[src/hdl/lru_cache_hit_cost_counter_top_assert.svh]
// Assertion macros for the LRU cache hit cost counter.
`ifndef LRU_CACHE_HIT_COST_COUNTER_TOP_ASSERT_SVH
`define LRU_CACHE_HIT_COST_COUNTER_TOP_ASSERT_SVH

// Checks a condition at every clock edge outside reset.
`define LCHC_ASSERT_ALWAYS(label, cond, msg) \
   label: assert property (@(posedge clock) disable iff (reset) (cond)) else $error(msg);

// Checks that a trigger is followed by a consequence.
`define LCHC_ASSERT_IMPLY(label, trig, cons, msg) \
   label: assert property (@(posedge clock) disable iff (reset) (trig) |-> (cons)) \
      else $error(msg);

`endif

[src/hdl/lchc_pkg.sv]
// Shared types and constants of the LRU cache hit cost counter.
`timescale 1ns / 1ps

package lchc_pkg;

   localparam int KEY_W   = 64;
   localparam int COST_W  = 4;
   localparam int TOTAL_W = 32;
   localparam int CAP_W   = 5;
   localparam int ADDR_W  = 4;
   localparam int DATA_W  = 32;

   localparam logic [7:0] FOLD_LIMIT = 8'd97;
   localparam logic [7:0] FOLD_DELTA = 8'd32;

   localparam logic [COST_W-1:0] HIT_COST_RESET  = 4'd1;
   localparam logic [COST_W-1:0] MISS_COST_RESET = 4'd5;

   // Register index, taken from the word address.
   localparam logic [1:0] REG_CAPACITY  = 2'd0;
   localparam logic [1:0] REG_HIT_COST  = 2'd1;
   localparam logic [1:0] REG_MISS_COST = 2'd2;

   typedef struct packed {
      logic [KEY_W-1:0] key;
      logic             last_access;
   } req_type;

   typedef struct packed {
      logic               hit;
      logic [COST_W-1:0]  access_cost;
      logic [TOTAL_W-1:0] running_total;
   } rsp_type;

   typedef struct packed {
      logic update;
      logic hit;
      logic evict;
      logic insert;
   } lchc_ctrl_type;

endpackage

[src/hdl/lru_cache_hit_cost_counter_top.sv]
// Top level of the LRU cache hit cost counter.
`timescale 1ns / 1ps
`include "lru_cache_hit_cost_counter_top_assert.svh"

// Fully associative LRU cache that charges a cost per access and keeps a total.
// A transaction is taken when start is high and busy is low; req_data holds the
// key and the last-access mark. The key is case folded byte by byte, then compared
// against every entry at once in a row of cells ordered from least to most recent.
// A transaction first registers the folded key, then does the parallel compare
// and the one-step shift of the cell row while busy is high, so no new
// transaction is taken until the current one is through the compare.
// The result sits on rsp_data with rsp_valid high for exactly one cycle, the cycle
// after the compare, and the receiver cannot stall it.
// After a last-access transaction the cache and total are empty again.
// Synchronous reset empties the cache, clears the total and sets capacity to 0,
// hit cost to 1 and miss cost to 5. Registers sit on an APB port at 0, 4 and 8;
// the user must write them only while the block is idle; the block does not enforce this.
module lru_cache_hit_cost_counter_top #(
   parameter int MAX_ENTRIES = 16,
   parameter int KEY_BYTES   = 8
) (
   input  logic                          clock,
   input  logic                          reset,
   input  logic                          start,
   output logic                          busy,
   input  lchc_pkg::req_type             req_data,
   output logic                          rsp_valid,
   output lchc_pkg::rsp_type             rsp_data,
   input  logic                          psel,
   input  logic                          penable,
   input  logic                          pwrite,
   input  logic [lchc_pkg::ADDR_W-1:0]   paddr,
   input  logic [lchc_pkg::DATA_W-1:0]   pwdata,
   output logic [lchc_pkg::DATA_W-1:0]   prdata,
   output logic                          pready
);
   import lchc_pkg::*;

   localparam int OCC_W = $clog2(MAX_ENTRIES + 1);

   logic [CAP_W-1:0]   cap_ff;
   logic [COST_W-1:0]  hit_cost_ff;
   logic [COST_W-1:0]  miss_cost_ff;
   logic [KEY_W-1:0]   key_ff;
   logic [KEY_W-1:0]   key_in;
   logic               last_ff;
   logic               busy_ff;
   logic [OCC_W-1:0]   occ_ff;
   logic [OCC_W-1:0]   occ_in;
   logic [TOTAL_W-1:0] total_ff;
   logic [TOTAL_W-1:0] total_in;
   logic               rsp_valid_ff;
   rsp_type            rsp_data_ff;
   rsp_type            rsp_data_in;

   logic               accept;
   logic               csr_write;
   logic [OCC_W-1:0]   cap_eff;
   logic               found;
   logic               evict;
   logic [OCC_W-1:0]   wr_idx;
   logic [COST_W-1:0]  cost;
   logic [TOTAL_W:0]   total_sum;
   lchc_ctrl_type      ctrl;

   logic [KEY_W-1:0]   tag_chain [MAX_ENTRIES:0];
   logic               seen_chain [MAX_ENTRIES:0];

   assign accept    = start && !busy_ff;
   assign busy      = busy_ff;
   assign pready    = 1'b1;
   assign csr_write = psel && penable && pwrite;

   // Configuration registers.
   always_ff @(posedge clock) begin
      if (reset) begin
         cap_ff       <= '0;
         hit_cost_ff  <= HIT_COST_RESET;
         miss_cost_ff <= MISS_COST_RESET;
      end else if (csr_write) begin
         unique case (paddr[3:2])
            REG_CAPACITY:  cap_ff       <= pwdata[CAP_W-1:0];
            REG_HIT_COST:  hit_cost_ff  <= pwdata[COST_W-1:0];
            REG_MISS_COST: miss_cost_ff <= pwdata[COST_W-1:0];
            default: ;
         endcase
      end
   end

   always_comb begin
      unique case (paddr[3:2])
         REG_CAPACITY:  prdata = DATA_W'(cap_ff);
         REG_HIT_COST:  prdata = DATA_W'(hit_cost_ff);
         REG_MISS_COST: prdata = DATA_W'(miss_cost_ff);
         default:       prdata = '0;
      endcase
   end

   // Case fold: bytes of 97 or more lose 32; bytes past the key length read as zero.
   for (genvar b = 0; b < 8; b++) begin : g_fold
      if (b < KEY_BYTES) begin : g_used
         logic [7:0] raw_byte;
         assign raw_byte = req_data.key[8*b +: 8];
         assign key_in[8*b +: 8] = (raw_byte >= FOLD_LIMIT) ? (raw_byte - FOLD_DELTA)
                                                             : raw_byte;
      end else begin : g_unused
         assign key_in[8*b +: 8] = 8'd0;
      end
   end

   always_ff @(posedge clock) begin
      if (accept) begin
         key_ff  <= key_in;
         last_ff <= req_data.last_access;
      end
   end

   // Capacity above the number of cells acts as a full row.
   assign cap_eff = ({3'b000, cap_ff} > 8'(MAX_ENTRIES)) ? OCC_W'(MAX_ENTRIES)
                                                         : OCC_W'(cap_ff);

   assign found = seen_chain[MAX_ENTRIES];
   assign evict = !found && (occ_ff != '0) && (occ_ff >= cap_eff);

   always_comb begin
      ctrl.update = busy_ff;
      ctrl.hit    = found;
      ctrl.evict  = evict;
      ctrl.insert = found || ((cap_eff != '0) && (evict || (occ_ff < OCC_W'(MAX_ENTRIES))));
   end

   // A hit or an eviction frees the top slot, so the new tag goes one below the fill.
   assign wr_idx = (found || evict) ? (occ_ff - OCC_W'(1)) : occ_ff;

   assign tag_chain[MAX_ENTRIES] = key_ff;
   assign seen_chain[0]          = 1'b0;

   for (genvar i = 0; i < MAX_ENTRIES; i++) begin : g_cell
      lchc_cell #(
         .IDX   (i),
         .OCC_W (OCC_W)
      ) u_cell (
         .clock    (clock),
         .ctrl     (ctrl),
         .occ      (occ_ff),
         .wr_idx   (wr_idx),
         .key_tag  (key_ff),
         .next_tag (tag_chain[i+1]),
         .seen_in  (seen_chain[i]),
         .seen_out (seen_chain[i+1]),
         .tag_out  (tag_chain[i])
      );
   end

   assign cost      = found ? hit_cost_ff : miss_cost_ff;
   assign total_sum = {1'b0, total_ff} + (TOTAL_W + 1)'(cost);

   always_comb begin
      rsp_data_in.hit           = found;
      rsp_data_in.access_cost   = cost;
      rsp_data_in.running_total = total_sum[TOTAL_W] ? {TOTAL_W{1'b1}}
                                                     : total_sum[TOTAL_W-1:0];
   end

   always_comb begin
      occ_in   = occ_ff;
      total_in = total_ff;
      if (busy_ff) begin
         if (last_ff) begin
            occ_in   = '0;
            total_in = '0;
         end else begin
            total_in = rsp_data_in.running_total;
            if (!found) begin
               occ_in = occ_ff + OCC_W'(ctrl.insert) - OCC_W'(evict);
            end
         end
      end
   end

   always_ff @(posedge clock) begin
      if (reset) begin
         busy_ff      <= 1'b0;
         occ_ff       <= '0;
         total_ff     <= '0;
         rsp_valid_ff <= 1'b0;
      end else begin
         busy_ff      <= accept;
         occ_ff       <= occ_in;
         total_ff     <= total_in;
         rsp_valid_ff <= busy_ff;
      end
   end

   always_ff @(posedge clock) begin
      if (busy_ff) begin
         rsp_data_ff <= rsp_data_in;
      end
   end

   assign rsp_valid = rsp_valid_ff;
   assign rsp_data  = rsp_data_ff;

   `LCHC_ASSERT_ALWAYS(a_occ_bound, occ_ff <= OCC_W'(MAX_ENTRIES), "occupancy above cell count")
   `LCHC_ASSERT_IMPLY(a_latency, accept, ##2 rsp_valid, "result missing two cycles after accept")
   `LCHC_ASSERT_IMPLY(a_last_clears, busy_ff && last_ff, ##1 (occ_ff == '0 && total_ff == '0),
      "last access did not clear state")

endmodule

[src/hdl/lchc_cell.sv]
// One cache entry: stores a tag, compares it and shifts toward the LRU end.
`timescale 1ns / 1ps

module lchc_cell #(
   parameter int IDX   = 0,
   parameter int OCC_W = 5
) (
   input  logic                      clock,
   input  lchc_pkg::lchc_ctrl_type   ctrl,
   input  logic [OCC_W-1:0]          occ,
   input  logic [OCC_W-1:0]          wr_idx,
   input  logic [lchc_pkg::KEY_W-1:0] key_tag,
   input  logic [lchc_pkg::KEY_W-1:0] next_tag,
   input  logic                      seen_in,
   output logic                      seen_out,
   output logic [lchc_pkg::KEY_W-1:0] tag_out
);
   import lchc_pkg::*;

   logic [KEY_W-1:0] tag_ff;
   logic [KEY_W-1:0] tag_in;
   logic             valid;
   logic             shift;

   assign valid    = OCC_W'(IDX) < occ;
   assign seen_out = seen_in | (valid && (tag_ff == key_tag));
   assign tag_out  = tag_ff;

   // On a hit only the entries from the match upward move down; an eviction moves all.
   assign shift = ctrl.hit ? seen_out : ctrl.evict;

   always_comb begin
      tag_in = tag_ff;
      if (ctrl.update) begin
         if (ctrl.insert && (OCC_W'(IDX) == wr_idx)) begin
            tag_in = key_tag;
         end else if (shift) begin
            tag_in = next_tag;
         end
      end
   end

   always_ff @(posedge clock) begin
      tag_ff <= tag_in;
   end

endmodule

[config.mk]
export PLATFORM = sky130hd
export DESIGN_NAME = lru_cache_hit_cost_counter_top
export DESIGN_NICKNAME = d
export VERILOG_FILES = /design/src/hdl/lchc_pkg.sv /design/src/hdl/lru_cache_hit_cost_counter_top.sv /design/src/hdl/lchc_cell.sv
export VERILOG_INCLUDE_DIRS = /design/src /design/src/hdl
export SDC_FILE = /design/constraint.sdc
export NUM_CORES = 2
export LEC_CHECK = 0
export BUFFER_PORTS_ARGS = -buffer_cell sky130_fd_sc_hd__buf_4
export CAP_MARGIN = 20
export CORE_AREA = 5 5 325 327
export DETAILED_ROUTE_END_ITERATION = 12
export DIE_AREA = 0 0 330 332
export PLACE_DENSITY_LB_ADDON = 0.2
export SETUP_SLACK_MARGIN = 0.5
export SKIP_LAST_GASP = 1
export SYNTH_ARGS = -nofsm -noshare
export SYNTH_HDL_FRONTEND = slang
export SYNTH_SLANG_ARGS = --single-unit
[constraint.sdc]
create_clock -name clock -period 11 [get_ports clock]
set_clock_uncertainty 0.05 [all_clocks]
set_input_delay 1.1 -clock clock [delete_from_list [all_inputs] [get_ports clock]]
set_output_delay 1.1 -clock clock [all_outputs]
set_load 0.01 [all_outputs]
==> summary.md <==
| Metric | Value |
|---|---|
| Final Hold Viols | `0` |
| Period utilization | `77.51%` |
| Initial core utilization | `62.21%` |
| Worst setup path start | `occ_ff[4]$_SDFFE_PP0P_` |
| First-pass GRT wire length | `296.4 mm` |
| Top FF cell, synth | `edfxtp_1` |
| Die Y | `between 300 and 400 um` |
| Placed Instances | `~6,000` |
| Post-synthesis average cell area | `between 10 and 15 um^2` |
| Status | `complete, no violations` |
| Post-synth EDFFs | `roughly 1,100` |
| RSZ-0062 raised after global routing | `no` |
| Die width | `about 330 um` |
| Sequential fraction of the synthesis area | `a little over half` |
| Total number of vias | `about 41,000` |
| Yosys Warn Count | `0` |
| # setup viols final | `0` |
| RePlAce Congestion | `about 1.0` |
| R2r endpoint | `total_ff[14]$_SDFFE_PP0P_` |
| HPWL after DPL | `between 150 and 200 mm` |
| Synth unique cells | `74` |
| WL met3 | `35.73 mm` |
| Power per Cell Area | `144.0 nW/um^2` |
| Count leader, synth | `edfxtp_1` |
| Post-CTS Hold Fix Bufs | `0` |
| Met2 wire len | `between 80 and 90 mm` |
| Worst Hold Class | `flip-flop to flip-flop` |
| Top cells by count, synth | `1,126 x edfxtp_1, 516 x xnor2_1, 413 x xor2_1` |
| Area of the die | `about 110,000 um^2` |
| Num CTS Buffers | `130` |
| Mapped cell area | `approximately 64,000 um^2` |
| M1 WL | `about 83 mm` |
| PostCTS Resize Cnt | `0` |
| Max Freq | `around 120 MHz` |
| Total global-route track usage | `38.76%` |
| Setup tns final | `0 ns` |
| Row cnt | `about 120` |
| Grt total ovfl | `0` |
| TritonCTS clock tree | `done` |
| Worst path arrival time | `9.12 ns` |
| Filler cells | `7,242` |
| CP max stage delay | `around 0.92 ns` |
| Worst setup SP type | `flip-flop` |
| Asr flop ratio synth | `0%` |
| Vias in the first global route | `just under 40,000` |
| Nets@finish | `4,783` |
| Share of cells above drive strength 1 | `a little over a fifth` |
| DR WL/cell | `~35 um` |
| Clk_lat worst skew | `around 0.75 ns` |
| Reg-to-reg startpoint | `occ_ff[4]$_SDFFE_PP0P_` |
| LEAKAGE | `between 20 and 25 nW` |
| Worst Path Required | `~12 ns` |
| Synth area leaders | `edfxtp_1 53%, mux2_1 7.1%, xnor2_1 7.1%` |
| Clock transition at the registers of the reported paths | `0.06 ns` |
| Slowest-stage cell, CP | `a2111oi_0` |
| Final ANT Viol Nets | `0` |
| DRC Markers | `0` |
| CTS Root Buffer Type | `clkbuf_16` |
| I/O pin count | `between 150 and 200` |
| CP Class | `flip-flop to flip-flop` |
| TritonRoute pass-1 iters | `6` |
| Area Overhead vs Synth | `8.705%` |
| Clock buffer depth | `3` |
| Seq cells post-synth | `around 1,200` |
| Rel. slew slack | `a little over a fifth` |
| Post-synth top area cell | `edfxtp_1` |
| Crit-path max FO | `a little under 50` |
| Highest layer used for signal routing | `met5` |
| Synthesized instance count | `4,606` |
| Max Cap Violations | `0` |
| Largest net degree at the start of global routing | `67` |
| Worst Reg-to-Reg Cells | `26` |
| Initial antenna violation count | `9` |
| CTS H-tree lvls | `4` |
| Non-Filler Instances | `between 6,000 and 7,000` |
| Port Buffer Count | `around 120` |
| Fin crit period | `approximately 8.5 ns` |
| CP endpoint | `total_ff[14]$_SDFFE_PP0P_` |
| Routed WL | `roughly 220 mm` |
| Worst Setup End Kind | `flip-flop` |
| Final Slew Violations | `0` |
| Max VDD drop | `roughly 0.13 mV` |
| Slew @ Worst Pin | `1.183 ns` |
| Share of Yosys cell area claimed by the top area cell type | `a little over half` |
| Initial DRC count | `about 6,700` |
| Postcts setup bufs | `0` |
| Core Footprint | `102,600 um^2` |
| Worst R2R Setup Slack | `2.47 ns` |
| CTS sink cnt | `roughly 1,200` |
| Vias per cell | `about 6.7` |
-- worst min-delay path by stage --
stage	start	to	slack [ns]	cells after the start
after floorplan	key_ff[10]$_DFFE_PP_	g_cell[15].u_cell.tag_out[10]$_DFFE_PP_	0.37	0
after global placement	total_ff[0]$_SDFFE_PP0P_	total_ff[0]$_SDFFE_PP0P_	0.41	2
after detailed placement	total_ff[0]$_SDFFE_PP0P_	total_ff[0]$_SDFFE_PP0P_	0.42	2
after CTS	total_ff[0]$_SDFFE_PP0P_	total_ff[0]$_SDFFE_PP0P_	0.43	2
after global routing	total_ff[0]$_SDFFE_PP0P_	total_ff[0]$_SDFFE_PP0P_	0.45	2
final	total_ff[0]$_SDFFE_PP0P_	total_ff[0]$_SDFFE_PP0P_	0.43	2
-- power breakdown --
| part | internal [W] | leakage [nW] | total, W | switching, W |
|---|---|---|---|---|
| Sequential | 0.00491 | 10.6 | 0.00496 | 0.0000567 |
| Combinational | 0.000237 | 11.3 | 0.000770 | 0.000533 |
| Clock | 0.00246 | 1.98 | 0.00426 | 0.00180 |
-- stage by stage --
step	total power (W)	instance area (um^2)	hold slack [ns]	worst slack (ns)	util [%]
after floorplan	0.005483	63930	0.3706	3.066	-
after global placement	0.005779	65310	0.4064	2.842	63.65
after detailed placement	0.005790	65340	0.4176	2.704	63.67
after CTS	0.009983	69380	0.4279	2.653	67.62
after global routing	0.01021	69380	0.4476	2.173	67.62
final	0.009994	69390	0.4272	2.474	67.62
-- logic make-up (layout without fill, tap and decap cells) --
kind of cell             Yosys count  in the layout  share of synthesized area, %
AO/OA/AOI/OAI                    268            268                         2.932
XOR/XNOR                         929            929                         12.75
adder cells (fa/ha/maj)           35             35                        0.7096
buffers and inverters            544            652                         4.890
flip-flops                      1178           1178                         54.60
multiplexers                     997            997                         18.36
other                              2             31                       0.01176
AND/OR/NAND/NOR                  653            653                         5.745
-- state kept, by name (all words and copies together), names as in the netlist --
name and count:
cap_ff 5, g_cell.u_cell.tag_out 1024, last_ff 1, occ_ff 5, busy 1, total_ff 32, hit_cost_ff 4, key_ff 64
miss_cost_ff 4, rsp_valid 1, rsp_data 37
-- critical path, delay by kind of cell (launching register included) --
| family | cells | cell delay [ns] |
|---|---|---|
| fa+ha+maj | 3 | 0.97 |
| compound gates | 4 | 1.53 |
| simple gates | 13 | 3.95 |
| flops | 1 | 0.72 |
| mux | 1 | 0.24 |
| buf+inv | 5 | 0.91 |
-- cell usage in the layout, fill, tap and decap left out, drive strengths merged, types with 24 or more instances in the layout --
cell type and instances:
nor4 131, conb 28, xor2 413, o22ai 67, nand3 45, nand4 149
edfxtp 1126, mux2 916, xnor2 516, mux2i 81, buf 261, clkinv 43
nor2b 36, nor3 44, nand2b 24, nand2 84, dfxtp 52, ha 33
inv 163, clkbuf 174, a21oi 46, nor2 97
-- cell type report --
cell class / instances / area [um^2] / share of cell area [%]
Antenna cell: 3 / 7.507 / 0.01082
Clock buffer: 174 / 3523 / 5.078
Clock inverter: 57 / 523.0 / 0.7537
Inverter: 160 / 603.1 / 0.8691
Multi-Input combinational cell: 2910 / 26130 / 37.66
Sequential cell: 1178 / 34860 / 50.23
Tap cell: 1380 / 1727 / 2.488
Timing Repair Buffer: 261 / 2017 / 2.907
-- per-layer routing --
| metal | vias up | track usage [%] |
|---|---|---|
| li1 | 16950 | - |
| met1 | 20410 | 55.95 |
| met2 | 3047 | 52.16 |
| met3 | 496 | 15.79 |
| met4 | 4 | 15.43 |
| met5 | - | 0.7542 |
Power figures use the tool's default switching activity.
